`config.mk`:
```
export PLATFORM = sky130hd
export DESIGN_NAME = html_entity_decode_filter
export DESIGN_NICKNAME = d
export VERILOG_FILES = /design/src/sv/hedf_pkg.sv /design/src/sv/html_entity_decode_filter.sv /design/src/sv/hedf_numparse.sv /design/src/sv/hedf_outreg.sv
export SDC_FILE = /design/constraint.sdc
export NUM_CORES = 1
export LEC_CHECK = 0
export BUFFER_PORTS_ARGS = -buffer_cell sky130_fd_sc_hd__buf_2
export CORE_MARGIN = 2
export CORE_UTILIZATION = 40
export CTS_BUF_LIST = sky130_fd_sc_hd__clkbuf_8
export CTS_CLUSTER_SIZE = 8
export DETAILED_ROUTE_END_ITERATION = 12
export PLACE_DENSITY = 0.69
export SLEW_MARGIN = 20
export SYNTH_ARGS = -nofsm -noshare
export SYNTH_HDL_FRONTEND = slang
export SYNTH_SLANG_ARGS = --single-unit
```
`constraint.sdc`:
```
create_clock -name aclk -period 4.9 [get_ports aclk]
set_input_delay 0.245 -clock aclk [delete_from_list [all_inputs] [get_ports aclk]]
set_output_delay 0.245 -clock aclk [all_outputs]
set_load 0.01 [all_outputs]
```
`src/sv/hedf_pkg.sv`:
```
// Package for the HTML entity decode filter.
// Character codes, decode helper functions and inter-module control types.
// No dependencies.
package hedf_pkg;

    localparam int ENTITY_SIZE_DEF = 10;

    localparam logic [7:0] CH_AMP   = 8'h26;
    localparam logic [7:0] CH_SEMI  = 8'h3B;
    localparam logic [7:0] CH_HASH  = 8'h23;
    localparam logic [7:0] CH_X     = 8'h78;
    localparam logic [7:0] CH_LT    = 8'h3C;
    localparam logic [7:0] CH_GT    = 8'h3E;
    localparam logic [7:0] CH_QUOT  = 8'h22;
    localparam logic [7:0] CH_APOS  = 8'h27;
    localparam logic [7:0] CH_PLUS  = 8'h2B;
    localparam logic [7:0] CH_MINUS = 8'h2D;
    localparam logic [7:0] CH_ZERO  = 8'h30;
    localparam logic [7:0] CH_SPACE = 8'h20;
    localparam logic [7:0] CH_TAB   = 8'h09;
    localparam logic [7:0] CH_LF    = 8'h0A;
    localparam logic [7:0] CH_CR    = 8'h0D;

    localparam logic [7:0] CH_L_A = 8'h61;
    localparam logic [7:0] CH_L_G = 8'h67;
    localparam logic [7:0] CH_L_L = 8'h6C;
    localparam logic [7:0] CH_L_M = 8'h6D;
    localparam logic [7:0] CH_L_O = 8'h6F;
    localparam logic [7:0] CH_L_P = 8'h70;
    localparam logic [7:0] CH_L_Q = 8'h71;
    localparam logic [7:0] CH_L_S = 8'h73;
    localparam logic [7:0] CH_L_T = 8'h74;
    localparam logic [7:0] CH_L_U = 8'h75;

    localparam logic [4:0] DIGIT_NONE = 5'd16;
    localparam logic [4:0] DIGIT_DEC_LIMIT = 5'd10;

    typedef struct packed {
        logic start;
        logic active;
        logic hex;
    } np_ctrl_t;

    typedef struct packed {
        logic consume;
        logic done;
    } np_stat_t;

    function automatic logic [7:0] lower_byte(input logic [7:0] c);
        logic [7:0] r;
        r = c;
        if (c >= 8'h41 && c <= 8'h5A) begin
            r = c | 8'h20;
        end
        return r;
    endfunction

    function automatic logic is_html_space(input logic [7:0] c);
        return (c == CH_SPACE) || (c == CH_TAB) || (c == CH_LF) || (c == CH_CR);
    endfunction

    function automatic logic is_parse_space(input logic [7:0] c);
        return (c == CH_SPACE) || (c >= CH_TAB && c <= CH_CR);
    endfunction

    function automatic logic [4:0] digit_value(input logic [7:0] c);
        logic [4:0] d;
        d = DIGIT_NONE;
        if (c >= 8'h30 && c <= 8'h39) begin
            d = 5'(c - 8'h30);
        end else if (c >= 8'h61 && c <= 8'h66) begin
            d = 5'(c - 8'h57);
        end else if (c >= 8'h41 && c <= 8'h46) begin
            d = 5'(c - 8'h37);
        end
        return d;
    endfunction

endpackage

```
`src/sv/html_entity_decode_filter.sv`:
```
// HTML entity decode filter, top level: name buffer and decode sequencer.
// Depends on hedf_pkg, hedf_numparse and hedf_outreg.
//
// Usage:
//  s_ channel takes one word per character: s_tdata is the byte, s_tuser
//  selects a plain character (0) or an entity state clear (1, no output).
//  m_ channel gives decoded bytes; m_tlast marks the final byte produced
//  by one input word. Words that produce nothing give no m_ word.
//  Plain bytes, bytes stored into a name, '&' and known names (lt, gt, quot,
//  amp, apos) are taken one per cycle while the output register can accept.
//  A numeric name is first run through the shared multiply-accumulate
//  parser, then emits its byte unless the value is zero.
//  An unknown name or a full-buffer flush is emitted one byte per cycle
//  while the output register can accept, up to ENTITY_SIZE-1 bytes;
//  s_tready stays low meanwhile. A plain byte or known name goes straight
//  into the output register; an unknown name or flush first goes to ST_SEQ.
//  Reset (aresetn low, synchronous) leaves the block outside any entity
//  with an empty output register.
//  When the receiver stalls, the output word holds and s_tready drops.
module html_entity_decode_filter #(
    parameter int ENTITY_SIZE = hedf_pkg::ENTITY_SIZE_DEF
) (
    input  logic       aclk,
    input  logic       aresetn,
    input  logic       s_tvalid,
    output logic       s_tready,
    input  logic [7:0] s_tdata,   // [7:0] in_char
    input  logic [0:0] s_tuser,   // [0] req_type
    output logic       m_tvalid,
    input  logic       m_tready,
    output logic [7:0] m_tdata,   // [7:0] out_char
    output logic       m_tlast    // last
);

    localparam int NAME_CAP = ENTITY_SIZE - 1;
    localparam int IDX_W    = $clog2(NAME_CAP);
    localparam int LEN_W    = $clog2(ENTITY_SIZE);

    typedef enum logic [1:0] {
        ST_IDLE,
        ST_NUM,
        ST_NUM_OUT,
        ST_SEQ
    } state_t;

    state_t             state_reg, state_next;
    logic               inside_reg, inside_next;
    logic [LEN_W-1:0]   len_reg, len_next;
    logic [IDX_W-1:0]   pos_reg, pos_next;
    logic [IDX_W-1:0]   end_reg, end_next;
    logic [IDX_W-1:0]   nlen_reg, nlen_next;
    logic               raw_reg, raw_next;
    logic [7:0]         value_reg, value_next;
    logic [7:0]         store_reg [NAME_CAP];

    logic               accept;
    logic               store_we;
    logic [IDX_W-1:0]   rd_idx;
    logic [7:0]         rd_byte;
    logic               push;
    logic [7:0]         push_data;
    logic               push_last;
    logic               can_push;
    logic               is_term;
    logic               is_num;
    logic               is_hex;
    logic               known_hit;
    logic [7:0]         known_val;
    logic [7:0]         l0, l1, l2, l3;
    logic [LEN_W:0]     len_inc;
    logic               seq_name_byte;

    hedf_pkg::np_ctrl_t np_ctrl;
    hedf_pkg::np_stat_t np_stat;
    logic [7:0]         np_value;

    assign accept   = s_tvalid && s_tready;
    assign s_tready = (state_reg == ST_IDLE) && can_push;
    assign is_term  = (s_tdata == hedf_pkg::CH_SEMI) || hedf_pkg::is_html_space(s_tdata);
    assign is_num   = (len_reg >= LEN_W'(1)) && (store_reg[0] == hedf_pkg::CH_HASH);
    assign is_hex   = (len_reg >= LEN_W'(2)) && (store_reg[1] == hedf_pkg::CH_X);
    assign len_inc  = {1'b0, len_reg} + (LEN_W+1)'(1);

    assign l0 = hedf_pkg::lower_byte(store_reg[0]);
    assign l1 = hedf_pkg::lower_byte(store_reg[1]);
    assign l2 = hedf_pkg::lower_byte(store_reg[2]);
    assign l3 = hedf_pkg::lower_byte(store_reg[3]);

    always_comb begin
        known_hit = 1'b1;
        known_val = hedf_pkg::CH_LT;
        if (len_reg == LEN_W'(2) && l0 == hedf_pkg::CH_L_L && l1 == hedf_pkg::CH_L_T) begin
            known_val = hedf_pkg::CH_LT;
        end else if (len_reg == LEN_W'(2) && l0 == hedf_pkg::CH_L_G
                     && l1 == hedf_pkg::CH_L_T) begin
            known_val = hedf_pkg::CH_GT;
        end else if (len_reg == LEN_W'(4) && l0 == hedf_pkg::CH_L_Q && l1 == hedf_pkg::CH_L_U
                     && l2 == hedf_pkg::CH_L_O && l3 == hedf_pkg::CH_L_T) begin
            known_val = hedf_pkg::CH_QUOT;
        end else if (len_reg == LEN_W'(3) && l0 == hedf_pkg::CH_L_A && l1 == hedf_pkg::CH_L_M
                     && l2 == hedf_pkg::CH_L_P) begin
            known_val = hedf_pkg::CH_AMP;
        end else if (len_reg == LEN_W'(4) && l0 == hedf_pkg::CH_L_A && l1 == hedf_pkg::CH_L_P
                     && l2 == hedf_pkg::CH_L_O && l3 == hedf_pkg::CH_L_S) begin
            known_val = hedf_pkg::CH_APOS;
        end else begin
            known_hit = 1'b0;
        end
    end

    // unknown name layout: '&', name bytes, ';'
    assign seq_name_byte = (pos_reg != '0) && ({1'b0, pos_reg} <= {1'b0, nlen_reg});

    always_comb begin
        rd_idx = pos_reg;
        if (state_reg == ST_SEQ && !raw_reg) begin
            rd_idx = pos_reg - IDX_W'(1);
        end
    end

    assign rd_byte = store_reg[rd_idx];

    always_comb begin
        state_next     = state_reg;
        inside_next    = inside_reg;
        len_next       = len_reg;
        pos_next       = pos_reg;
        end_next       = end_reg;
        nlen_next      = nlen_reg;
        raw_next       = raw_reg;
        value_next     = value_reg;
        store_we       = 1'b0;
        push           = 1'b0;
        push_data      = s_tdata;
        push_last      = 1'b1;
        np_ctrl.start  = 1'b0;
        np_ctrl.active = (state_reg == ST_NUM);
        np_ctrl.hex    = is_hex;
        case (state_reg)
            ST_IDLE: begin
                if (accept) begin
                    if (s_tuser[0]) begin
                        inside_next = 1'b0;
                        len_next    = '0;
                    end else if (!inside_reg) begin
                        if (s_tdata == hedf_pkg::CH_AMP) begin
                            inside_next = 1'b1;
                            len_next    = '0;
                        end else begin
                            push = 1'b1;
                        end
                    end else if (is_term) begin
                        inside_next = 1'b0;
                        len_next    = '0;
                        nlen_next   = len_reg[IDX_W-1:0];
                        if (is_num) begin
                            np_ctrl.start = 1'b1;
                            pos_next      = is_hex ? IDX_W'(2) : IDX_W'(1);
                            state_next    = ST_NUM;
                        end else if (known_hit) begin
                            push      = 1'b1;
                            push_data = known_val;
                        end else begin
                            raw_next   = 1'b0;
                            pos_next   = '0;
                            end_next   = (len_inc < (LEN_W+1)'(NAME_CAP))
                                         ? len_inc[IDX_W-1:0] : IDX_W'(NAME_CAP - 1);
                            state_next = ST_SEQ;
                        end
                    end else begin
                        store_we = 1'b1;
                        len_next = len_inc[LEN_W-1:0];
                        if (len_inc == (LEN_W+1)'(NAME_CAP)) begin
                            inside_next = 1'b0;
                            len_next    = '0;
                            raw_next    = 1'b1;
                            pos_next    = '0;
                            end_next    = IDX_W'(NAME_CAP - 1);
                            state_next  = ST_SEQ;
                        end
                    end
                end
            end
            ST_NUM: begin
                if (np_stat.consume) begin
                    pos_next = pos_reg + IDX_W'(1);
                end
                if (np_stat.done) begin
                    value_next = np_value;
                    state_next = (np_value != 8'd0) ? ST_NUM_OUT : ST_IDLE;
                end
            end
            ST_NUM_OUT: begin
                if (can_push) begin
                    push       = 1'b1;
                    push_data  = value_reg;
                    state_next = ST_IDLE;
                end
            end
            ST_SEQ: begin
                if (raw_reg || seq_name_byte) begin
                    push_data = rd_byte;
                end else if (pos_reg == '0) begin
                    push_data = hedf_pkg::CH_AMP;
                end else begin
                    push_data = hedf_pkg::CH_SEMI;
                end
                push_last = (pos_reg == end_reg);
                if (can_push) begin
                    push     = 1'b1;
                    pos_next = pos_reg + IDX_W'(1);
                    if (pos_reg == end_reg) begin
                        state_next = ST_IDLE;
                    end
                end
            end
            default: begin
                state_next = ST_IDLE;
            end
        endcase
    end

    always_ff @(posedge aclk) begin
        if (!aresetn) begin
            state_reg  <= ST_IDLE;
            inside_reg <= 1'b0;
            len_reg    <= '0;
        end else begin
            state_reg  <= state_next;
            inside_reg <= inside_next;
            len_reg    <= len_next;
        end
    end

    always_ff @(posedge aclk) begin
        pos_reg   <= pos_next;
        end_reg   <= end_next;
        nlen_reg  <= nlen_next;
        raw_reg   <= raw_next;
        value_reg <= value_next;
    end

    always_ff @(posedge aclk) begin
        if (store_we) begin
            store_reg[len_reg[IDX_W-1:0]] <= s_tdata;
        end
    end

    hedf_numparse u_numparse (
        .aclk    (aclk),
        .aresetn (aresetn),
        .ctrl    (np_ctrl),
        .at_end  (pos_reg == nlen_reg),
        .byte_in (rd_byte),
        .stat    (np_stat),
        .value   (np_value)
    );

    hedf_outreg u_outreg (
        .aclk      (aclk),
        .aresetn   (aresetn),
        .push      (push),
        .push_data (push_data),
        .push_last (push_last),
        .can_push  (can_push),
        .m_tvalid  (m_tvalid),
        .m_tready  (m_tready),
        .m_tdata   (m_tdata),
        .m_tlast   (m_tlast)
    );

endmodule

```
`src/sv/hedf_numparse.sv`:
```
// Iterative numeric entity parser: at most one name byte per cycle (some phase
// changes take none) through a shared multiply-accumulate unit (x10 or x16, modulo 256).
// Depends on hedf_pkg.
module hedf_numparse (
    input  logic              aclk,
    input  logic              aresetn,
    input  hedf_pkg::np_ctrl_t ctrl,
    input  logic              at_end,
    input  logic [7:0]        byte_in,
    output hedf_pkg::np_stat_t stat,
    output logic [7:0]        value
);

    typedef enum logic [2:0] {
        PH_WS,
        PH_SIGN,
        PH_PFX0,
        PH_PFX1,
        PH_PFX2,
        PH_DIG
    } phase_t;

    phase_t     phase_reg, phase_next;
    logic [7:0] acc_reg, acc_next;
    logic       neg_reg, neg_next;
    logic       hex_reg, hex_next;

    logic [4:0] digit;
    logic       digit_ok;
    logic [7:0] acc_mul;

    assign digit    = hedf_pkg::digit_value(byte_in);
    assign digit_ok = hex_reg ? (digit != hedf_pkg::DIGIT_NONE)
                              : (digit < hedf_pkg::DIGIT_DEC_LIMIT);
    assign acc_mul  = hex_reg ? {acc_reg[3:0], 4'b0000}
                              : ({acc_reg[4:0], 3'b000} + {acc_reg[6:0], 1'b0});
    assign value    = neg_reg ? 8'(8'd0 - acc_reg) : acc_reg;

    always_comb begin
        phase_next   = phase_reg;
        acc_next     = acc_reg;
        neg_next     = neg_reg;
        hex_next     = hex_reg;
        stat.consume = 1'b0;
        stat.done    = 1'b0;
        if (ctrl.start) begin
            phase_next = PH_WS;
            acc_next   = 8'd0;
            neg_next   = 1'b0;
            hex_next   = ctrl.hex;
        end else if (ctrl.active) begin
            if (at_end) begin
                stat.done = 1'b1;
            end else begin
                case (phase_reg)
                    PH_WS: begin
                        if (hedf_pkg::is_parse_space(byte_in)) begin
                            stat.consume = 1'b1;
                        end else begin
                            phase_next = PH_SIGN;
                        end
                    end
                    PH_SIGN: begin
                        if (byte_in == hedf_pkg::CH_PLUS || byte_in == hedf_pkg::CH_MINUS) begin
                            stat.consume = 1'b1;
                            neg_next     = (byte_in == hedf_pkg::CH_MINUS);
                        end
                        phase_next = hex_reg ? PH_PFX0 : PH_DIG;
                    end
                    PH_PFX0: begin
                        if (byte_in == hedf_pkg::CH_ZERO) begin
                            stat.consume = 1'b1;
                            phase_next   = PH_PFX1;
                        end else begin
                            phase_next = PH_DIG;
                        end
                    end
                    PH_PFX1: begin
                        if (hedf_pkg::lower_byte(byte_in) == hedf_pkg::CH_X) begin
                            stat.consume = 1'b1;
                            phase_next   = PH_PFX2;
                        end else begin
                            phase_next = PH_DIG;
                        end
                    end
                    PH_PFX2: begin
                        // "0x" only counts as a prefix when a digit follows
                        if (digit_ok) begin
                            phase_next = PH_DIG;
                        end else begin
                            stat.done = 1'b1;
                        end
                    end
                    PH_DIG: begin
                        if (digit_ok) begin
                            stat.consume = 1'b1;
                            acc_next     = acc_mul + {4'b0000, digit[3:0]};
                        end else begin
                            stat.done = 1'b1;
                        end
                    end
                    default: begin
                        stat.done = 1'b1;
                    end
                endcase
            end
        end
    end

    always_ff @(posedge aclk) begin
        if (!aresetn) begin
            phase_reg <= PH_WS;
        end else begin
            phase_reg <= phase_next;
        end
    end

    always_ff @(posedge aclk) begin
        acc_reg <= acc_next;
        neg_reg <= neg_next;
        hex_reg <= hex_next;
    end

endmodule

```
`src/sv/hedf_outreg.sv`:
```
// Output register stage for the decoded byte stream.
// Holds one word until the receiver takes it. No package dependency.
module hedf_outreg (
    input  logic       aclk,
    input  logic       aresetn,
    input  logic       push,
    input  logic [7:0] push_data,
    input  logic       push_last,
    output logic       can_push,
    output logic       m_tvalid,
    input  logic       m_tready,
    output logic [7:0] m_tdata,
    output logic       m_tlast
);

    logic       valid_reg, valid_next;
    logic [7:0] data_reg;
    logic       last_reg;

    assign can_push   = !valid_reg || m_tready;
    assign valid_next = push || (valid_reg && !m_tready);

    always_ff @(posedge aclk) begin
        if (!aresetn) begin
            valid_reg <= 1'b0;
        end else begin
            valid_reg <= valid_next;
        end
    end

    always_ff @(posedge aclk) begin
        if (push) begin
            data_reg <= push_data;
            last_reg <= push_last;
        end
    end

    assign m_tvalid = valid_reg;
    assign m_tdata  = data_reg;
    assign m_tlast  = last_reg;

endmodule
```
# [Word level (Yosys, flattened, before mapping)]
# Memory sizes are Yosys's and may differ from the RTL's.
# Index checks and enable logic that the tools add are counted.
[op_classes] magnitude_cmp=22 muxes=119 bitwise_logic=3 addsub=9 n_reduce_logical=66 n_eq_ne=54
[ops] cell="8-bit by 7-bit == test with 1-bit output, second input constant" n=14
[ops] cell="8-bit two-way mux" n=14
[ops] cell="4-bit two-way mux" n=20
[ops] cell="8-bit by 6-bit == test with 1-bit output, second input constant" n=8
[ops] cell="8-bit by 7-bit less-or-equal comparator with 1-bit output, second input constant" n=7
[ops] cell="8-bit by 7-bit greater-or-equal comparator with 1-bit output, second input constant" n=6
[ops] cell="1-bit two-way mux" n=45
[ops] cell="5-bit two-way mux" n=9
[ops] cell="1-bit logical AND" n=31
[ops] cell="2-bit two-way mux" n=15
[ops] cell="6-bit two-way mux" n=5
[ops] cell="8-bit by 4-bit == test with 1-bit output, second input constant" n=3
[ops] cell="8-bit case mux with 3 select lines" n=1
[ops] cell="2-bit != test, second input constant" n=8
[ops] cell="3-bit case mux with 5 select lines" n=1
[ops] cell="5-bit subtractor, second input constant" n=3
[ops] cell="3-bit two-way mux" n=4
[ops] cell="4-bit case mux with 3 select lines" n=1
[ops] cell="5-bit by 4-bit less-than comparator with 1-bit output, second input constant" n=2
[ops] cell="5-bit AND reduction" n=2
[ops] cell="1-bit logical OR" n=9
[ops] cell="9-bit AND reduction" n=1
[ops] cell="8-bit by 4-bit adder with 8-bit output" n=1
[ops] cell="8-bit adder" n=1
[ops] cell="other kinds (44)" n=62
[word_totals] ram_bits=72 output_inout_bits=11 regBits=51 mem_count=1
[memory_table] name="store_reg" depth=9 width=8 rd=5 rd_ports_with_merged_regs=0 write_ports=1 line_no="html_entity_decode_filter.sv:54" text="logic [7:0] store_reg [NAME_CAP];"

# [Logic depth before layout (Yosys ltp)]
# Gate-level depths: netlist of the first run.
# An unclocked memory read counts as a cell.
[depth] word_depth=22 depth_mapped=28 mapped_depth_nobuf=21

# [Cells and area by module]
# A second synthesis of the first run with hierarchy kept.
[unflattened] cells_unflattened=745 area_unflattened_um2=8663.3
[by_module_without_submodules] module="html_entity_decode_filter" cells_per_inst=532 area_each_um2=6735.2 seq_area_each_um2=3653.5 n_inst=1
[by_module_without_submodules] module="hedf_numparse" cells_per_inst=200 area_each_um2=1609.0 seq_area_each_um2=270.3 n_inst=1
[by_module_without_submodules] module="hedf_outreg" cells_per_inst=13 area_each_um2=319.1 seq_area_each_um2=290.3 n_inst=1

# [Least setup slack after synthesis of the first run]
# OpenSTA, ideal clock, no wires.
[synth_path] kind="register to register" startpoint="register pos_reg[0]" endpoint="register u_numparse.acc_reg[6]" stages_incl_launch_ff=26 n_path_buf=5 slack_ns=-0.348 synth_period_minus_slack_ns=5.248 t_arrival_ns=5.130 setup_time_ns=0.118 path_cell_list="edfxtp_1 > buf_2 > buf_4 > inv_2 > ha_1 > buf_2 > buf_2 > or4bb_1 > o32ai_1 > nor3_1 > o21a_1 > or3_1 > buf_2 > ha_1 > nand2b_1 > nor2_1 > a31oi_1 > a22oi_1 > inv_1 > ha_1 > or2_2 > a2111oi_0 > nor4_1 > xnor2_1 > mux2i_1 > nor2_1"
[synth_between] elab_chain_cells=11 elab_cells_between_ends=25 classes_between="add/sub: 5; order compare: 7; eq/ne: 2; mux: 5; bitwise: 1; reduce/logical: 4; memory: 1"
[synth_rtl] item="from (decl)" line_no="html_entity_decode_filter.sv:49" text="logic [IDX_W-1:0] pos_reg, pos_next;"
[synth_rtl] item="from (signal assigned)" line_no="html_entity_decode_filter.sv:236" text="pos_reg <= pos_next;"
[synth_rtl] item="4-bit by 1-bit subtractor with 4-bit output" line_no="html_entity_decode_filter.sv:117" text="rd_idx = pos_reg - IDX_W'(1);"
[synth_rtl] item="4-bit two-way mux" line_no="html_entity_decode_filter.sv:116" text="if (state_reg == ST_SEQ && !raw_reg) begin"
[synth_rtl] item="memory read 9 x 8 bit"
[synth_rtl] item="8-bit by 7-bit greater-or-equal comparator with 1-bit output / 8-bit by 7-bit less-or-equal comparator with 1-bit output (equally long branches)" line_no="hedf_pkg.sv:73" text="end else if (c >= 8'h41 && c <= 8'h46) begin"
[synth_rtl] item="1-bit logical AND" line_no="hedf_pkg.sv:73"
[synth_rtl] item="5-bit two-way mux" line_no="hedf_pkg.sv:73"
[synth_rtl] item="5-bit two-way mux" line_no="hedf_pkg.sv:71" text="end else if (c >= 8'h61 && c <= 8'h66) begin"
[synth_rtl] item="5-bit two-way mux" line_no="hedf_pkg.sv:69" text="if (c >= 8'h30 && c <= 8'h39) begin"
[synth_rtl] item="5-bit by 4-bit less-than comparator with 1-bit output / 5-bit != test (equally long branches)" line_no="hedf_numparse.sv:34, hedf_numparse.sv:33"
[synth_rtl] item="1-bit two-way mux" line_no="hedf_numparse.sv:33" text="assign digit_ok = hex_reg ? (digit != hedf_pkg::DIGIT_NONE)"
[synth_rtl] item="4-bit AND reduction (no source line)"
[synth_rtl] item="to (signal assigned)" line_no="hedf_numparse.sv:119" text="acc_reg <= acc_next;"
[synth_rtl] item="to (decl)" line_no="hedf_numparse.sv:24" text="logic [7:0] acc_reg, acc_next;"
# Parallel ways exist; a longest one is shown, timed or not.
# A chain may end at the register's enable or synchronous reset.

# [Worst setup path after layout of the first run]
# Ends and elaborated chain as after synthesis.

==> flow_metrics.py, run 1 <==
metrics = {
    "sta": {
        "setup_viol": 0,
        "tightest_slew_ns": 1.13,
        "slew_headroom": 0.243,
        "finalSetupTns_ns": 0,
        "finalCritPeriodShare": 0.942,
        "fin_worst_skew_ns": 0.0198,
        "drv_slew": 0,
        "max_freq_mhz": 217,
        "rsz0062_at_grt": "yes",
        "hold_viol": 0,
        "fin_crit_ns": 4.61,
    },
    "worst_setup_path": {
        "critical_path.endpoint": "u_numparse.acc_reg[6]",
        "worstReg2RegEnd": "u_numparse.acc_reg[6]",
        "crit_path_start_kind": "flop",
        "path_class": "flop to flop",
        "cp-end-kind": "flop",
        "critPathArrivalTime_ns": 4.98,
        "crit_required_ns": 5.26,
        "rrSetupSlack_ns": 0.29,
        "r2r-start": "pos_reg[0]",
        "reg2reg_depth": 22,
        "startpoint": "pos_reg[0]",
        "crit_path_max_fanout": 5,
    },
    "cts": {
        "clock-root-buffer": "clkbuf_8",
        "ctsHoldBuffers": 0,
        "cts_tree": "done",
        "clk_path_buf_depth": 2,
        "clkSlewWorstSetupHoldPaths_ns": 0.10,
        "cts_buffers": 17,
        "htree_levels": 4,
        "clkLatencyLatePin_ns": 0.47,
        "cts_num_sinks": 147,
    },
    "pwr": {
        "irDropWorstVdd_v": 0.000310,
        "p_leak_nw": 3.45,
        "power_density_nw_per_um2": 509,
    },
    "placement": {
        "port_buffers": 23,
        "place_area_um2": 9490,
        "gp_congestion": 0.968,
        "dp_hpwl_um": 17700,
    },
    "floorplan": {
        "die_w_um": 154,
        "fp.dieArea_um2": 23600,
        "die_h_um": 154,
        "initial_core_util": 0.410,
        "core.rowCount": 54,
        "coreArea_um2": 21900,
        "ios": 24,
    },
    "final_layout": {
        "syn_to_final_growth_pct": 11.0,
        "nNetsFinal": 923,
        "final_common_cell": "edfxtp_1",
        "layout_common_cells": "edfxtp_1 (127), nand2_1 (76), nor2_1 (70), o21ai_0 (37), a21oi_1 (36)",
        "drive_above_1_share": 0.183,
        "largest_reg_flops": 96,
        "diodes": 0,
        "fin_util": 0.455,
        "design_area_um2": 9950,
    },
    "yosys": {
        "yosys.cell_types.count": 87,
        "seq_area_frac_synth": 0.470,
        "syn_avg_cell_area_um2": 10.5,
        "yosys_warnings": 0,
        "ys.flop_type": "edfxtp_1",
        "synth-async-reset-ratio": 0,
        "mappedNetlistArea_um2": 8970,
        "ys_ff_latch": 147,
        "synth_edf_count": 127,
        "synth_cells": 853,
        "synthesis.nets": 890,
    },
    "global_route": {
        "grt_pass1_vias": 6637,
        "grtUsageTotal": 0.208,
        "grt_max_degree": 57,
        "grt_pass1_wl_um": 38000,
        "grt_overflow_total": 0,
        "grt_antenna_before_repair": 0,
    },
    "detailed_routing": {
        "wl_per_cell_um": 21.1,
        "num_vias": 7194,
        "drcViolationCount": 0,
        "wl_um": 24900,
        "via_per_inst": 6.11,
        "drtAntennaViolNets": 0,
        "dr.pass1.iters": 7,
        "drt_iter0_drc": 907,
    },
    "min_path": {
        "holdPathStages": 2,
        "hp-class": "primary input to flop",
    },
    "outcome": {
        "status": "complete, no violations",
    },
    "job": {
        "maxCapViolCount": 0,
    },
}
[metal layers]
metal	vias up	part of all wire	track usage
met3	52	0.084	0.0471
met5	-	0	0
met1	3452	0.44	0.301
li1	3346	-	-
met2	344	0.44	0.306
met4	0	0.029	0.0716
[cells in the mapped netlist (20+ instances only)]
| library cell | number | share of area |
|---|---|---|
| dfxtp_1 | 20 | 0.045 |
| inv_1 | 22 | 0.0092 |
| o21ai_0 | 39 | 0.022 |
| edfxtp_1 | 127 | 0.43 |
| nor2_1 | 71 | 0.030 |
| mux2i_1 | 33 | 0.037 |
| mux2_2 | 28 | 0.035 |
| a21oi_1 | 38 | 0.021 |
| nor3_1 | 25 | 0.014 |
| nand2_1 | 76 | 0.032 |
| ha_1 | 23 | 0.032 |
[stage by stage]
step / setup slack, ns / hold slack, ns / std cells / power, W
after floorplan: -0.00879 / 0.344 / 853 / 0.00340
after global placement: 0.228 / 0.519 / 1145 / 0.00402
after global routing: -0.0458 / 0.139 / 1178 / 0.00538
final: 0.286 / 0.149 / 1178 / 0.00507
after CTS: 0.169 / 0.133 / 1176 / 0.00497
after detailed placement: 0.189 / 0.531 / 1145 / 0.00404
[kinds of logic (layout without fill, tap and decap cells)]
kind of cell / after synthesis / in the layout / synth area share
muxes: 67 / 67 / 0.0850
AOI/OAI and AO/OA: 209 / 209 / 0.163
adders and majority gates: 24 / 24 / 0.0343
DFF: 147 / 147 / 0.470
buffers and inverters: 71 / 116 / 0.0420
and+or+nand+nor: 313 / 313 / 0.184
xor gates and xnor gates: 22 / 22 / 0.0215
[power breakdown]
part / internal [W] / switching (W) / total, W / leakage, nW
combinational: 0.00105 / 0.00157 / 0.00262 / 1.95
clock: 0.000453 / 0.000482 / 0.000935 / 0.182
sequential: 0.00144 / 0.0000703 / 0.00151 / 1.32
[repair_timing]
item                       4_1_cts  5_1_grt
setup endpoints to repair        0       20
setup buffers                    0        2
gates resized for setup          0       16
[how the worst min path moves through the flow]
stage	from	endpoint	slack [ns]
final	aresetn	state_reg[1]	0.15
after floorplan	s_tdata[0]	store_reg[0][0]	0.34
after detailed placement	inside_reg	inside_reg	0.53
after global placement	inside_reg	inside_reg	0.52
after CTS	aresetn	u_numparse.phase_reg[0]	0.13
after global routing	aresetn	state_reg[1]	0.14
[area by class of cell]
cell class	count	area, µm²
inverter	25	98.8
timing repair buffer	60	418
clock buffer	17	234
clock inverter	14	149
fill	2045	11900
multi-input combinational	635	4490
sequential	147	4210
tap	280	350
[critical path, stage by stage, from the launching register on]
cell	delay [ns]
edfxtp_1	0.50
inv_6	0.09
ha_1	0.24
nand4b_1	0.22
or3b_1	0.46
and3_1	0.23
buf_4	0.16
o221ai_2	0.24
nor2_2	0.08
inv_1	0.14
ha_2	0.23
nand2b_1	0.08
nor2_2	0.13
a31oi_1	0.09
a22oi_2	0.22
inv_1	0.09
ha_2	0.20
or2_2	0.32
a2111oi_4	0.38
nor4_2	0.10
xnor2_1	0.14
mux2i_1	0.13
nor2_1	0.05
Note: power is estimated with default switching activity, not from simulation.
==> run 2, diff against run 1 <==
==> constraint.sdc (replaced) <==
create_clock -name aclk -period 4.9 [get_ports aclk]
set_input_delay 0.245 -clock aclk [delete_from_list [all_inputs] [get_ports aclk]]
set_output_delay 0.245 -clock aclk [all_outputs]
set_load 0.1 [all_outputs]
==> run 2 against run 1 <==
  * First-iteration DRC count down 7.8%
  * Cell count grew 0.25%
  * Clock-buffer cell count is the same
  * Sequential cell count unchanged
  * Largest power group unchanged
==> flow_metrics.py, run 2 (synthesized netlist as in run 1, its figures left out) <==
metrics = {
    "outcome": {
        "status": "complete, no violations",
    },
    "final_layout": {
        "syn_to_final_growth_pct": 11.6,
        "final_common_cell": "edfxtp_1",
        "drive_above_1_share": 0.186,
        "layout_common_cells": "edfxtp_1 (127), nand2_1 (76), nor2_1 (71), o21ai_0 (39)",
        "largest_reg_flops": 96,
        "nNetsFinal": 925,
        "diodes": 0,
        "instances_no_fill": 1181,
    },
    "sta": {
        "hold_viol": 0,
        "drv_slew": 0,
        "tightest_slew_ns": 0.969,
        "finalCritPeriodShare": 0.961,
        "slew_headroom": 0.352,
        "fin_worst_skew_ns": 0.0229,
        "finalSetupTns_ns": 0,
        "setup_viol": 0,
        "worst_hold_slack_ns": 0.107,
        "fin_crit_ns": 4.71,
        "max_freq_mhz": 212,
    },
    "worst_setup_path": {
        "crit_required_ns": 5.28,
        "startpoint": "pos_reg[0]",
        "path_class": "flop to flop",
        "reg2reg_depth": 22,
        "crit_path_max_fanout": 33,
        "r2r-start": "pos_reg[0]",
        "rrSetupSlack_ns": 0.19,
        "cp-end-kind": "flop",
        "worstReg2RegEnd": "u_numparse.acc_reg[4]",
        "critPathArrivalTime_ns": 5.09,
        "crit_path_start_kind": "flop",
    },
    "global_route": {
        "grt-busiest-layer": "met2",
        "grt_overflow_total": 0,
        "gr-usage-met1": 0.298,
        "grt_pass1_wl_um": 39000,
        "grtUsageTotal": 0.212,
        "use_met2": 0.332,
        "grt_antenna_before_repair": 1,
        "grt_max_degree": 53,
        "grt_pass1_vias": 6751,
        "use_met3": 0.0411,
    },
    "cts": {
        "cts_num_sinks": 147,
        "clkLatencyLatePin_ns": 0.48,
        "clkSlewWorstSetupHoldPaths_ns": 0.10,
        "clk_path_buf_depth": 2,
        "cts_tree": "done",
        "clock-root-buffer": "clkbuf_8",
        "htree_levels": 4,
        "cts_buffers": 17,
    },
    "placement": {
        "dp_hpwl_um": 18000,
        "place_inst": 1144,
        "gp_congestion": 0.914,
        "port_buffers": 23,
    },
    "floorplan": {
        "coreArea_um2": 21900,
        "ios": 24,
        "die_w_um": 154,
        "die_h_um": 154,
        "fp.dieArea_um2": 23600,
        "core.rowCount": 54,
        "initial_core_util": 0.410,
    },
    "pwr": {
        "p_leak_nw": 3.49,
        "power_density_nw_per_um2": 541,
        "irDropWorstVdd_v": 0.000398,
        "p_total_w": 0.00541,
    },
    "detailed_routing": {
        "drtAntennaViolNets": 0,
        "num_vias": 7256,
        "drcViolationCount": 0,
        "dr.pass1.iters": 6,
        "wl_um": 25300,
        "drt_iter0_drc": 836,
        "wl_per_cell_um": 21.4,
        "via_per_inst": 6.14,
    },
    "min_path": {
        "hp-start": "aresetn",
        "holdPathStages": 3,
        "hold_end": "u_numparse.phase_reg[0]",
        "hp-class": "primary input to flop",
    },
    "job": {
        "maxCapViolCount": 0,
    },
}
-- run 2: layout make-up --
type | instances | area [µm²]
flip-flops and latches | 147 | 4210
inverters | 25 | 98.8
clock inverters | 15 | 189
repair buffers | 62 | 445
well taps | 280 | 350
clock buffers | 17 | 234
fillers | 2063 | 11900
multi-input cells | 635 | 4470
-- run 2: metrics by stage --
step                instance area [µm²]   util  worst slack, ns
detailed placement                 9500  0.434           0.0932
global route                      10000  0.457          -0.0357
global placement                   9500  0.434            0.172
finish                            10000  0.457            0.191
floorplan                          9040      -          -0.0108
CTS                                9930  0.453           0.0354
-- run 2: worst max-delay path by stage --
stage	to	slack (ns)
final	u_numparse.acc_reg[4]	0.19
after global routing	u_numparse.acc_reg[6]	-0.04
after CTS	value_reg[5]	0.04
after detailed placement	value_reg[5]	0.09
after global placement	u_numparse.acc_reg[6]	0.17
after floorplan	u_numparse.acc_reg[6]	-0.01
-- run 2: what timing repair did --
action | 4_1_cts | 5_1_grt
setup endpoints to repair | 0 | 23
hold buffers | 0 | 0
resized for setup | 0 | 10
buffers inserted | 0 | 5
-- run 2: layer usage --
layer / part of all wire / vias to the layer above
met5: 0.00051 / -
met1: 0.44 / 3531
met4: 0.022 / 2
met3: 0.081 / 48
li1: - / 3356
met2: 0.46 / 319
-- run 2: worst max-delay path: stages, from the launching register on --
cell	delay, ns
edfxtp_1	0.43
inv_6	0.04
ha_1	0.33
buf_12	0.22
nand2b_1	0.29
o221ai_1	0.16
a22oi_1	0.29
o221ai_1	0.22
nor2_2	0.16
inv_1	0.10
ha_2	0.21
nand2b_1	0.15
nor2_1	0.15
a31oi_1	0.10
a22oi_1	0.33
inv_1	0.09
ha_2	0.21
or2_2	0.32
a2111oi_4	0.38
nor2_1	0.09
xnor2_1	0.13
mux2i_1	0.13
nor2_1	0.05
-- run 2: power breakdown --
part | internal [W] | total (W) | switching [W]
registers | 0.00144 | 0.00152 | 0.0000768
logic | 0.00105 | 0.00287 | 0.00182
clock network | 0.000478 | 0.00102 | 0.000539
total | 0.00297 | 0.00541 | 0.00244
==> run 3, diff against run 2 <==
--- a/config.mk
+++ b/config.mk
@@ -7,11 +7,11 @@
 export LEC_CHECK = 0
 export BUFFER_PORTS_ARGS = -buffer_cell sky130_fd_sc_hd__buf_2
 export CORE_MARGIN = 2
-export CORE_UTILIZATION = 40
+export CORE_UTILIZATION = 55
 export CTS_BUF_LIST = sky130_fd_sc_hd__clkbuf_8
 export CTS_CLUSTER_SIZE = 8
 export DETAILED_ROUTE_END_ITERATION = 12
-export PLACE_DENSITY = 0.69
+export PLACE_DENSITY = 0.86
 export SLEW_MARGIN = 20
 export SYNTH_ARGS = -nofsm -noshare
 export SYNTH_HDL_FRONTEND = slang
==> run 3 against run 2 <==
  * Sequential cell count is the same
  * Routed wire length decreased by 5.2%
  * Sequential share of layout area up 0.89 points
  * Critical path type unchanged
  * Critical endpoint is now u_numparse.acc_reg[6]
  * Largest cell class unchanged
  * Largest power group unchanged
  * Highest routed layer is now met4
==> flow_metrics.py, run 3 (synthesized netlist as in run 1, its figures left out) <==
metrics = {
    "global_route": {
        "grt_antenna_before_repair": 0,
        "grt_overflow_total": 0,
        "grt_max_degree": 57,
        "grt_pass1_vias": 6981,
        "grtUsageTotal": 0.280,
        "grt_pass1_wl_um": 37800,
    },
    "floorplan": {
        "die_w_um": 132,
        "ios": 24,
        "fp.dieArea_um2": 17300,
        "core.rowCount": 46,
        "initial_core_util": 0.564,
        "coreArea_um2": 15900,
        "die_h_um": 132,
    },
    "cts": {
        "htree_levels": 4,
        "ctsHoldBuffers": 0,
        "clock-root-buffer": "clkbuf_8",
        "cts_num_sinks": 147,
        "cts_tree": "done",
        "clkLatencyLatePin_ns": 0.48,
        "cts_buffers": 17,
        "clkSlewWorstSetupHoldPaths_ns": 0.09,
        "clk_path_buf_depth": 2,
    },
    "sta": {
        "tightest_slew_ns": 0.897,
        "fin_crit_ns": 4.69,
        "fin_worst_skew_ns": 0.0269,
        "finalCritPeriodShare": 0.958,
        "slew_headroom": 0.400,
        "drv_slew": 0,
        "hold_viol": 0,
        "setup_viol": 0,
        "max_freq_mhz": 213,
    },
    "worst_setup_path": {
        "crit_path_start_kind": "flop",
        "cp-end-kind": "flop",
        "crit_path_max_fanout": 6,
        "crit_chain": "inv_6 -> ha_2 -> or4bb_4 -> o32ai_2 -> nor3_1 -> o21a_1 -> or3_4 -> inv_1 -> ha_2 -> nor2_1 -> o21ai_0 -> nor4b_4 -> o22a_1 -> a211oi_1 -> or4_1 -> buf_4 -> mux2i_1 -> nor2_1",
        "max_stage_delay_ns": 0.69,
        "slowest_stage": "or4_1",
        "crit_required_ns": 5.26,
        "path_class": "flop to flop",
        "rrSetupSlack_ns": 0.21,
        "critPathArrivalTime_ns": 5.05,
    },
    "final_layout": {
        "syn_to_final_growth_pct": 9.25,
        "drive_above_1_share": 0.174,
        "diodes": 0,
        "final_common_cell": "edfxtp_1",
        "nNetsFinal": 918,
        "layout_common_cells": "edfxtp_1 (127), nand2_1 (76), nor2_1 (71), o21ai_0 (39), a21oi_1 (37)",
        "fill_cells": 1297,
        "instances_no_fill": 1110,
        "largest_reg_flops": 96,
        "fin_util": 0.617,
    },
    "pwr": {
        "pwr-share-clk": 0.170,
        "seqPwrFrac": 0.291,
        "p_sw_w": 0.00239,
        "p_int_w": 0.00284,
        "power_density_nw_per_um2": 534,
        "p_total_w": 0.00523,
        "power_frac_comb": 0.539,
        "swShare": 0.457,
        "irDropWorstVdd_v": 0.000393,
        "p_leak_nw": 3.42,
    },
    "detailed_routing": {
        "wl_met3_um": 2390,
        "via_per_inst": 6.56,
        "wl_met1_um": 9330,
        "drtAntennaViolNets": 0,
        "drt_iter0_drc": 877,
        "dr.pass1.iters": 5,
        "num_vias": 7286,
        "wl_um": 24000,
        "dr_wl_met2_um": 11300,
        "wl_per_cell_um": 21.6,
        "drcViolationCount": 0,
        "top_layer": "met4",
    },
    "min_path": {
        "hp-class": "primary input to flop",
    },
    "job": {
        "maxCapViolCount": 0,
    },
    "placement": {
        "gp_congestion": 0.946,
        "port_buffers": 23,
        "place_inst": 1076,
        "dp_hpwl_um": 16800,
    },
    "outcome": {
        "status": "complete, no violations",
    },
}
[run 3: changes by cell type in the layout (fill, tap and decap cells not counted), moves of 2 or more]
cell       change
inv_8          -3
buf_4          -7
inv_6          +2
clkinv_1       +2
bufinv_16      -2
o31ai_2        -2
o31ai_1        +2
[run 3: worst paths after layout]
kind,from,to,cells after the start
worst max-delay path,pos_reg[0],u_numparse.acc_reg[6],18
worst min-delay path,aresetn,state_reg[1],2
worst max register to register,pos_reg[0],u_numparse.acc_reg[6],18
worst min register to register,inside_reg,inside_reg,2
[run 3: critical path: cells and delay by family (launching register included)]
family,cells,cell delay [ns]
AND/OR/NAND/NOR,7,2.26
multiplexers,1,0.15
AO/OA/AOI/OAI,5,0.78
buffers and inverters,3,0.41
flip-flops,1,0.47
adder cells (fa/ha/maj),2,0.51
[run 3: power groups by stage]
stage          sequential, W  clock [W]  combinational, W
2_1_floorplan        0.00176          0           0.00191
3_3_place_gp         0.00155          0           0.00265
3_5_place_dp         0.00155          0           0.00271
4_1_cts              0.00152   0.000886           0.00272
5_1_grt              0.00153   0.000942           0.00303
6_report             0.00152   0.000886           0.00282
[run 3: cell type report]
cell class | count | area [µm²] | share of cell area
multi-input combinational | 635 | 4470 | 0.456
sequential | 147 | 4210 | 0.430
timing repair buffer | 55 | 393 | 0.0401
tap | 216 | 270 | 0.0276
clock buffer | 17 | 234 | 0.0239
clock inverter | 15 | 120 | 0.0123
inverter | 25 | 98.8 | 0.0101
[run 3: metal layers]
metal  vias up  track usage
li1       3345            -
met1      3478        0.354
met2       383        0.446
met3        80       0.0779
met4         0        0.129
met5         -            0
[run 3: timing repair]
| action | CTS | global route |
|---|---|---|
| setup buffers | 0 | 2 |
| endpoints found under the setup margin | 0 | 20 |
| gates resized for setup | 0 | 6 |
[run 3: per-stage QoR]
stage / area, µm² / setup TNS (ns) / hold WS [ns] / worst slack [ns]
3_3_place_gp: 9390 / 0 / 0.521 / 0.330
4_1_cts: 9750 / 0 / 0.0707 / 0.160
5_1_grt: 9800 / -0.0769 / 0.0769 / -0.0484
2_1_floorplan: 9040 / -0.0108 / 0.344 / -0.0108
6_report: 9800 / 0 / 0.0907 / 0.205
3_5_place_dp: 9390 / 0 / 0.525 / 0.180
